==> src/rtl/kpt_pkg.sv <==
// shared types and constants of the keyed parameter table
package kpt_pkg;

    localparam int DEFAULT_ENTRIES = 32;
    localparam logic [7:0] RESERVED_KEY = 8'hFF;

    typedef enum logic [1:0] {
        KIND_LOOKUP = 2'd0,
        KIND_UPDATE = 2'd1,
        KIND_CLEAR  = 2'd2
    } kind_t;

    typedef enum logic [2:0] {
        STATUS_HIT      = 3'd0,
        STATUS_INSERTED = 3'd1,
        STATUS_MISS     = 3'd2,
        STATUS_FULL     = 3'd3,
        STATUS_RESERVED = 3'd4
    } status_t;

    typedef enum logic [1:0] {
        ST_IDLE = 2'd0,
        ST_SCAN = 2'd1,
        ST_DONE = 2'd2
    } state_t;

    typedef struct packed {
        logic [7:0] read_value;
        status_t    status;
    } result_t;

endpackage

==> src/rtl/kpt_mem.sv <==
// entry memory: one write port, one read port with registered read data
module kpt_mem #(
    parameter int ENTRIES = 32,
    parameter int AW      = 5
) (
    input  logic          clk,
    input  logic          wr_en,
    input  logic [AW-1:0] wr_addr,
    input  logic [15:0]   wr_data,
    input  logic          rd_en,
    input  logic [AW-1:0] rd_addr,
    output logic [15:0]   rd_data
);

    logic [15:0] mem [ENTRIES];
    logic [15:0] rd_data_reg;

    always_ff @(posedge clk)
    begin
        if (wr_en)
        begin
            mem[wr_addr] <= wr_data;
        end
    end

    always_ff @(posedge clk)
    begin
        if (rd_en)
        begin
            rd_data_reg <= mem[rd_addr];
        end
    end

    assign rd_data = rd_data_reg;

endmodule

==> src/rtl/kpt_ctrl.sv <==
// operation sequencer: linear scan of the entry memory for lookups and updates, then write back on an update
module kpt_ctrl #(
    parameter int ENTRIES = 32,
    parameter int AW      = 5,
    parameter int CW      = 6
) (
    input  logic              clk,
    input  logic              rst_n,
    input  logic              in_valid,
    output logic              in_ready,
    input  logic [1:0]        in_kind,
    input  logic [7:0]        in_key,
    input  logic [7:0]        in_value,
    output logic              done,
    output kpt_pkg::result_t  result,
    input  logic              out_free,
    output logic              wr_en,
    output logic [AW-1:0]     wr_addr,
    output logic [15:0]       wr_data,
    output logic              rd_en,
    output logic [AW-1:0]     rd_addr,
    input  logic [15:0]       rd_data
);
    import kpt_pkg::*;

    state_t        state_reg, state_next;
    kind_t         kind_reg, kind_next;
    logic [7:0]    key_reg, key_next;
    logic [7:0]    value_reg, value_next;
    logic [CW-1:0] count_reg, count_next;
    logic [CW-1:0] issue_reg, issue_next;
    logic          pend_valid_reg, pend_valid_next;
    logic [AW-1:0] pend_idx_reg, pend_idx_next;
    result_t       result_reg, result_next;
    logic          hit;

    always_ff @(posedge clk or negedge rst_n)
    begin
        if (!rst_n)
        begin
            state_reg      <= ST_IDLE;
            count_reg      <= '0;
            pend_valid_reg <= 1'b0;
        end
        else
        begin
            state_reg      <= state_next;
            count_reg      <= count_next;
            pend_valid_reg <= pend_valid_next;
        end
    end

    always_ff @(posedge clk)
    begin
        kind_reg     <= kind_next;
        key_reg      <= key_next;
        value_reg    <= value_next;
        issue_reg    <= issue_next;
        pend_idx_reg <= pend_idx_next;
        result_reg   <= result_next;
    end

    // key sits in the upper byte of each memory word
    assign hit = pend_valid_reg && (rd_data[15:8] == key_reg);

    always_comb
    begin
        state_next      = state_reg;
        kind_next       = kind_reg;
        key_next        = key_reg;
        value_next      = value_reg;
        count_next      = count_reg;
        issue_next      = issue_reg;
        pend_valid_next = pend_valid_reg;
        pend_idx_next   = pend_idx_reg;
        result_next     = result_reg;
        in_ready        = 1'b0;
        done            = 1'b0;
        wr_en           = 1'b0;
        wr_addr         = pend_idx_reg;
        wr_data         = {key_reg, value_reg};
        rd_en           = 1'b0;
        rd_addr         = issue_reg[AW-1:0];

        case (state_reg)
            ST_IDLE:
            begin
                in_ready = 1'b1;
                if (in_valid)
                begin
                    kind_next       = kind_t'(in_kind);
                    key_next        = in_key;
                    value_next      = in_value;
                    issue_next      = '0;
                    pend_valid_next = 1'b0;
                    result_next     = '{read_value: 8'd0, status: STATUS_MISS};
                    state_next      = ST_DONE;
                    case (in_kind)
                        KIND_LOOKUP:
                        begin
                            if (in_key != RESERVED_KEY)
                            begin
                                state_next = ST_SCAN;
                            end
                        end
                        KIND_UPDATE:
                        begin
                            if (in_key == RESERVED_KEY)
                            begin
                                result_next.status = STATUS_RESERVED;
                            end
                            else
                            begin
                                state_next = ST_SCAN;
                            end
                        end
                        KIND_CLEAR:
                        begin
                            count_next         = '0;
                            result_next.status = STATUS_HIT;
                        end
                        default:
                        begin
                            result_next.status = STATUS_MISS;
                        end
                    endcase
                end
            end

            ST_SCAN:
            begin
                if (hit)
                begin
                    pend_valid_next = 1'b0;
                    state_next      = ST_DONE;
                    if (kind_reg == KIND_LOOKUP)
                    begin
                        result_next = '{read_value: rd_data[7:0], status: STATUS_HIT};
                    end
                    else
                    begin
                        wr_en       = 1'b1;
                        wr_addr     = pend_idx_reg;
                        result_next = '{read_value: 8'd0, status: STATUS_HIT};
                    end
                end
                else if (issue_reg < count_reg)
                begin
                    rd_en           = 1'b1;
                    issue_next      = issue_reg + CW'(1);
                    pend_valid_next = 1'b1;
                    pend_idx_next   = issue_reg[AW-1:0];
                end
                else
                begin
                    // last compare done without a match
                    pend_valid_next = 1'b0;
                    state_next      = ST_DONE;
                    if (kind_reg == KIND_LOOKUP)
                    begin
                        result_next = '{read_value: 8'd0, status: STATUS_MISS};
                    end
                    else if (count_reg == CW'(ENTRIES))
                    begin
                        result_next = '{read_value: 8'd0, status: STATUS_FULL};
                    end
                    else
                    begin
                        wr_en       = 1'b1;
                        wr_addr     = count_reg[AW-1:0];
                        count_next  = count_reg + CW'(1);
                        result_next = '{read_value: 8'd0, status: STATUS_INSERTED};
                    end
                end
            end

            ST_DONE:
            begin
                done = 1'b1;
                if (out_free)
                begin
                    state_next = ST_IDLE;
                end
            end

            default:
            begin
                state_next = ST_IDLE;
            end
        endcase
    end

    assign result = result_reg;

endmodule

==> src/rtl/keyed_parameter_table.sv <==
// top level of the keyed parameter table: sequencer, entry memory, output register
//
//  channel  | dir | tdata                      | tuser        | meaning
//  ---------+-----+----------------------------+--------------+-------------------------
//  s_*      | in  | [7:0] key, [15:8] value    | [1:0] kind   | lookup / update / clear
//  m_*      | out | [7:0] read_value           | [2:0] status | one result per transfer
//
// a lookup or update scans the entries in insertion order, one memory read per cycle;
// clear, the unused kind and the reserved key skip the scan and go straight to the result
// the scan reads one entry at a time through the single read port of the entry memory
// reset clears the entry count but not the memory: memory contents past the count are never read
// a result waits in the output register while m_tready is low; the next input
// transfer is taken once the result has been loaded there
module keyed_parameter_table #(
    parameter int ENTRIES = kpt_pkg::DEFAULT_ENTRIES
) (
    input  logic        clk,
    input  logic        rst_n,
    input  logic        s_tvalid,
    output logic        s_tready,
    input  logic [15:0] s_tdata,   // [7:0] key, [15:8] value
    input  logic [1:0]  s_tuser,   // [1:0] kind
    output logic        m_tvalid,
    input  logic        m_tready,
    output logic [7:0]  m_tdata,   // [7:0] read_value
    output logic [2:0]  m_tuser    // [2:0] status
);
    import kpt_pkg::*;

    // address width for the memory, count width holds 0..ENTRIES
    localparam int AW = (ENTRIES > 1) ? $clog2(ENTRIES) : 1;
    localparam int CW = $clog2(ENTRIES + 1);

    logic          done;
    result_t       result;
    logic          out_free;
    logic          wr_en;
    logic [AW-1:0] wr_addr;
    logic [15:0]   wr_data;
    logic          rd_en;
    logic [AW-1:0] rd_addr;
    logic [15:0]   rd_data;

    logic          out_valid_reg, out_valid_next;
    result_t       out_result_reg, out_result_next;

    // output slot is free when empty or being taken this cycle
    assign out_free = !out_valid_reg || m_tready;

    kpt_ctrl #(
        .ENTRIES (ENTRIES),
        .AW      (AW),
        .CW      (CW)
    ) u_ctrl (
        .clk      (clk),
        .rst_n    (rst_n),
        .in_valid (s_tvalid),
        .in_ready (s_tready),
        .in_kind  (s_tuser),
        .in_key   (s_tdata[7:0]),
        .in_value (s_tdata[15:8]),
        .done     (done),
        .result   (result),
        .out_free (out_free),
        .wr_en    (wr_en),
        .wr_addr  (wr_addr),
        .wr_data  (wr_data),
        .rd_en    (rd_en),
        .rd_addr  (rd_addr),
        .rd_data  (rd_data)
    );

    kpt_mem #(
        .ENTRIES (ENTRIES),
        .AW      (AW)
    ) u_mem (
        .clk     (clk),
        .wr_en   (wr_en),
        .wr_addr (wr_addr),
        .wr_data (wr_data),
        .rd_en   (rd_en),
        .rd_addr (rd_addr),
        .rd_data (rd_data)
    );

    // output register: loads a finished result, holds it until the transfer
    always_comb
    begin
        out_valid_next  = out_valid_reg;
        out_result_next = out_result_reg;
        if (done && out_free)
        begin
            out_valid_next  = 1'b1;
            out_result_next = result;
        end
        else if (m_tready)
        begin
            out_valid_next = 1'b0;
        end
    end

    always_ff @(posedge clk or negedge rst_n)
    begin
        if (!rst_n)
        begin
            out_valid_reg <= 1'b0;
        end
        else
        begin
            out_valid_reg <= out_valid_next;
        end
    end

    always_ff @(posedge clk)
    begin
        out_result_reg <= out_result_next;
    end

    assign m_tvalid = out_valid_reg;
    assign m_tdata  = out_result_reg.read_value;
    assign m_tuser  = out_result_reg.status;

endmodule
==> config.mk <==
export PLATFORM = sky130hd
export DESIGN_NAME = keyed_parameter_table
export DESIGN_NICKNAME = d
export VERILOG_FILES = /design/src/rtl/kpt_pkg.sv /design/src/rtl/kpt_mem.sv /design/src/rtl/kpt_ctrl.sv /design/src/rtl/keyed_parameter_table.sv
export SDC_FILE = /design/constraint.sdc
export NUM_CORES = 1
export LEC_CHECK = 0
export BUFFER_PORTS_ARGS = -buffer_cell sky130_fd_sc_hd__buf_2
export CAP_MARGIN = 20
export CORE_ASPECT_RATIO = 0.5
export CORE_MARGIN = 8
export CORE_UTILIZATION = 50
export DETAILED_ROUTE_END_ITERATION = 10
export PLACE_DENSITY = 0.66
export SETUP_SLACK_MARGIN = 0.2
export SLEW_MARGIN = 0
export SYNTH_ARGS = -nofsm -noshare
export SYNTH_HDL_FRONTEND = slang
export SYNTH_SLANG_ARGS = --single-unit
export TNS_END_PERCENT = 30
==> constraint.sdc <==
create_clock -name clk -period 4.3 [get_ports clk]
set_clock_uncertainty 0.15 [all_clocks]
set_input_delay 0.215 -clock clk [delete_from_list [all_inputs] [get_ports clk]]
set_output_delay 0.215 -clock clk [all_outputs]
set_load 0.02 [all_outputs]
==> results.json <==
{
  "status": "finished, final reports clean",
  "largest_reg_flops": 512,
  "dominantRegCellSynth": "edfxtp_1",
  "clkSlewWorstSetupHoldPaths_ns": 0.07,
  "ys_seq_area_share_pct": 77.3,
  "max_slew_margin_pct": 15.3,
  "cts_tree": "yes",
  "critPathCaptureType": "flip-flop",
  "coreArea_sq_um": 45100,
  "cts_made_buffers": 51,
  "syn_inst": 997,
  "syn2layout_area_growth_pct": 13.9,
  "synth_top_area_share_pct": 76.2,
  "clk_latency_ns": 0.58,
  "grt_pass1_vias": 11000,
  "crit_slowest_cell": "nor3_2",
  "hold_viol": 0,
  "worstPathRequired_ns": 4.42,
  "worstPathArrival_ns": 3.91,
  "clock-root-buffer": "clkbuf_16",
  "yosys_register_bits": 589,
  "rsz0062_at_grt": "no",
  "routed_wirelength_um": 50800,
  "gr-total-overflow": 0,
  "syn_nets": 1030,
  "final_layout_size_suffix_gt1_share_pct": 32.4,
  "synth.area.top_cells": "edfxtp_1 76%, mux4_2 16%, dfrtp_1 1.1%",
  "setup_viol": 0,
  "critPathMaxStageDelay_ns": 0.72,
  "fin_nets": 1158,
  "max_freq_mhz": 264,
  "period_minus_slack_ns": 3.79,
  "p_leak_nw": 8.16,
  "post_cts_buffers": 0,
  "slew_violations": 0,
  "cts_buffer_depth": 3,
  "fp.dieW_um": 318,
  "maxCapViolCount": 0,
  "worst-path-buf-inv": 2,
  "grt_pass1_wl_um": 74700,
  "placed_area_sq_um": 24100,
  "dr.pass1.iters": 5,
  "critical_path.startpoint_type": "flip-flop",
  "irDropWorstVdd_uv": 498,
  "ys_types": 44,
  "post_cts_resized": 0,
  "grt_max_degree": 132,
  "io_buffers": 34,
  "synth_area_sq_um": 22800,
  "synth_edf_count": 579,
  "worst_pin_slew_ns": 1.27,
  "ios": 35,
  "finalCritPeriodShare_pct": 88.1,
  "gp_congestion": 0.861,
  "yosysWarnings": 0,
  "initial_core_util_pct": 50.5,
  "final.setup.tns_ns": 0,
  "hpwl_um": 29800,
  "power_density_nw_per_um2": 597,
  "cp_cell_sequence": "inv_1 > ha_1 > nand4_1 > o221a_2 > o31ai_1 > o211ai_1 > nor3_2 > buf_4",
  "worst_path_dominant_cell_family": "compound AO/OA/AOI/OAI gates",
  "total_power_w": 0.0155,
  "vias": 10800,
  "wl_per_cell_um": 29.0,
  "antenna_found_initial": 0,
  "utilization_pct": 57.5,
  "drc_errors": 0,
  "grtUsageTotal_pct": 19.0,
  "synth_area_leader_cell": "edfxtp_1",
  "cts-htree-levels": 2,
  "min_path_type": "in2reg",
  "ant_nets": 0,
  "rows": 55,
  "final_cell_area_sq_um": 26000,
  "die_y_um": 167,
  "async_flop_share_pct": 1.70,
  "viasPerCell": 6.15,
  "crit_fanout": 8,
  "dieArea_sq_um": 53100,
  "syn_area_per_cell_sq_um": 22.9,
  "clock_sinks": 589,
  "drtIter0Drc": 1280,
  "crit_type": "reg2reg"
}
layer usage:
layer  wire length [um]  track usage (%)
met1              22200             28.2
met2              23300             28.5
met3               4130             4.28
met4               1130             4.83
met5                  0                0
worst register-to-register path, stage by stage (launching register included):
cell      delay [ns]
dfrtp_1         0.44
inv_1           0.13
ha_1            0.31
nand4_1         0.12
o221a_2         0.35
o31ai_1         0.42
o211ai_1        0.53
nor3_2          0.72
buf_4           0.31
cells by family after synthesis:
kind of cell	synth area share, %
adder cells (fa/ha/maj)	0.603
AND/OR/NAND/NOR	2.48
AO/OA/AOI/OAI	1.06
buffers and inverters	1.31
flip-flops	77.3
multiplexers	16.8
XOR/XNOR	0.461
repair_timing:
item,4_1_cts,5_1_grt
endpoints found under the setup margin,0,0
hold endpoints to repair,33,0
hold buffers,22,0
cells in the final DEF (no fill, tap or decap), drive strengths merged, types with 10 or more instances in the layout:
master / n
buf: 97
clkbuf: 63
clkinv: 15
dfrtp: 10
dlygate4sd3: 22
edfxtp: 579
ha: 11
inv: 14
mux2: 17
mux4: 160
nand2: 15
nor2: 21
nor3: 35
o21ai: 14
xnor2: 10
power breakdown:
group	internal [W]	switching (W)	total, W
clock	0.00241	0.00196	0.00436
sequential	0.00696	0.000237	0.00719
combinational	0.00174	0.00223	0.00396
layout make-up:
cell class,count,area (sq um)
clock buffers,63,1320
well taps,598,748
inverters,12,45.0
clock inverters,22,211
fillers,3219,19200
flip-flops and latches,589,17600
diodes,1,2.50
repair buffers,119,973
multi-input cells,352,5040
through the flow:
step / setup WS (ns) / std cells / hold WS [ns]
final: 0.512 / 1756 / 0.203
after global routing: 0.359 / 1755 / 0.177
after CTS: 0.559 / 1748 / 0.174
after detailed placement: 0.573 / 1641 / -0.0506
after global placement: 0.683 / 1640 / -0.0516
after floorplan: 0.456 / 997 / -0.231
cell usage after synthesis (2+ instances only):
cell / count
xor2_1: 2
buf_6: 10
dfrtp_1: 10
mux4_2: 160
clkbuf_1: 17
nor2b_1: 4
and4_1: 2
inv_1: 12
nor3_1: 35
xnor2_1: 10
nor4_1: 2
ha_1: 11
nor2_1: 21
edfxtp_1: 579
nand3_1: 8
buf_2: 7
a31oi_1: 2
nand2_1: 15
and2_1: 9
a21oi_1: 7
a22o_1: 2
nand2b_1: 4
o31ai_1: 3
mux2_2: 17
or3_1: 3
and3_1: 2
buf_1: 9
o21ai_0: 12
mux2i_1: 3
nand4_1: 5
path summary, 6_finish.rpt:
| kind | start | to | slack (ns) | depth (start not counted) |
|---|---|---|---|---|
| min reg2reg | u_ctrl.result[8]$_SDFFCE_PN0P_ | m_tdata[5]$_DFFE_PP_ | 0.27 | 0 |
| max reg2reg | u_ctrl.count_reg[3]$_DFFE_PN0P_ | u_mem.mem[10][12]$_DFFE_PP_ | 0.51 | 8 |
| min | s_tdata[15] | u_ctrl.value_reg[7]$_DFFE_PP_ | 0.20 | 2 |
| max in group asynchronous | rst_n | u_ctrl.count_reg[3]$_DFFE_PN0P_ | 3.09 | 3 |
| min in group asynchronous | rst_n | u_ctrl.count_reg[1]$_DFFE_PN0P_ | 0.55 | 3 |
| max | u_ctrl.count_reg[3]$_DFFE_PN0P_ | u_mem.mem[10][12]$_DFFE_PP_ | 0.51 | 8 |
Power figures use the tool's default switching activity.
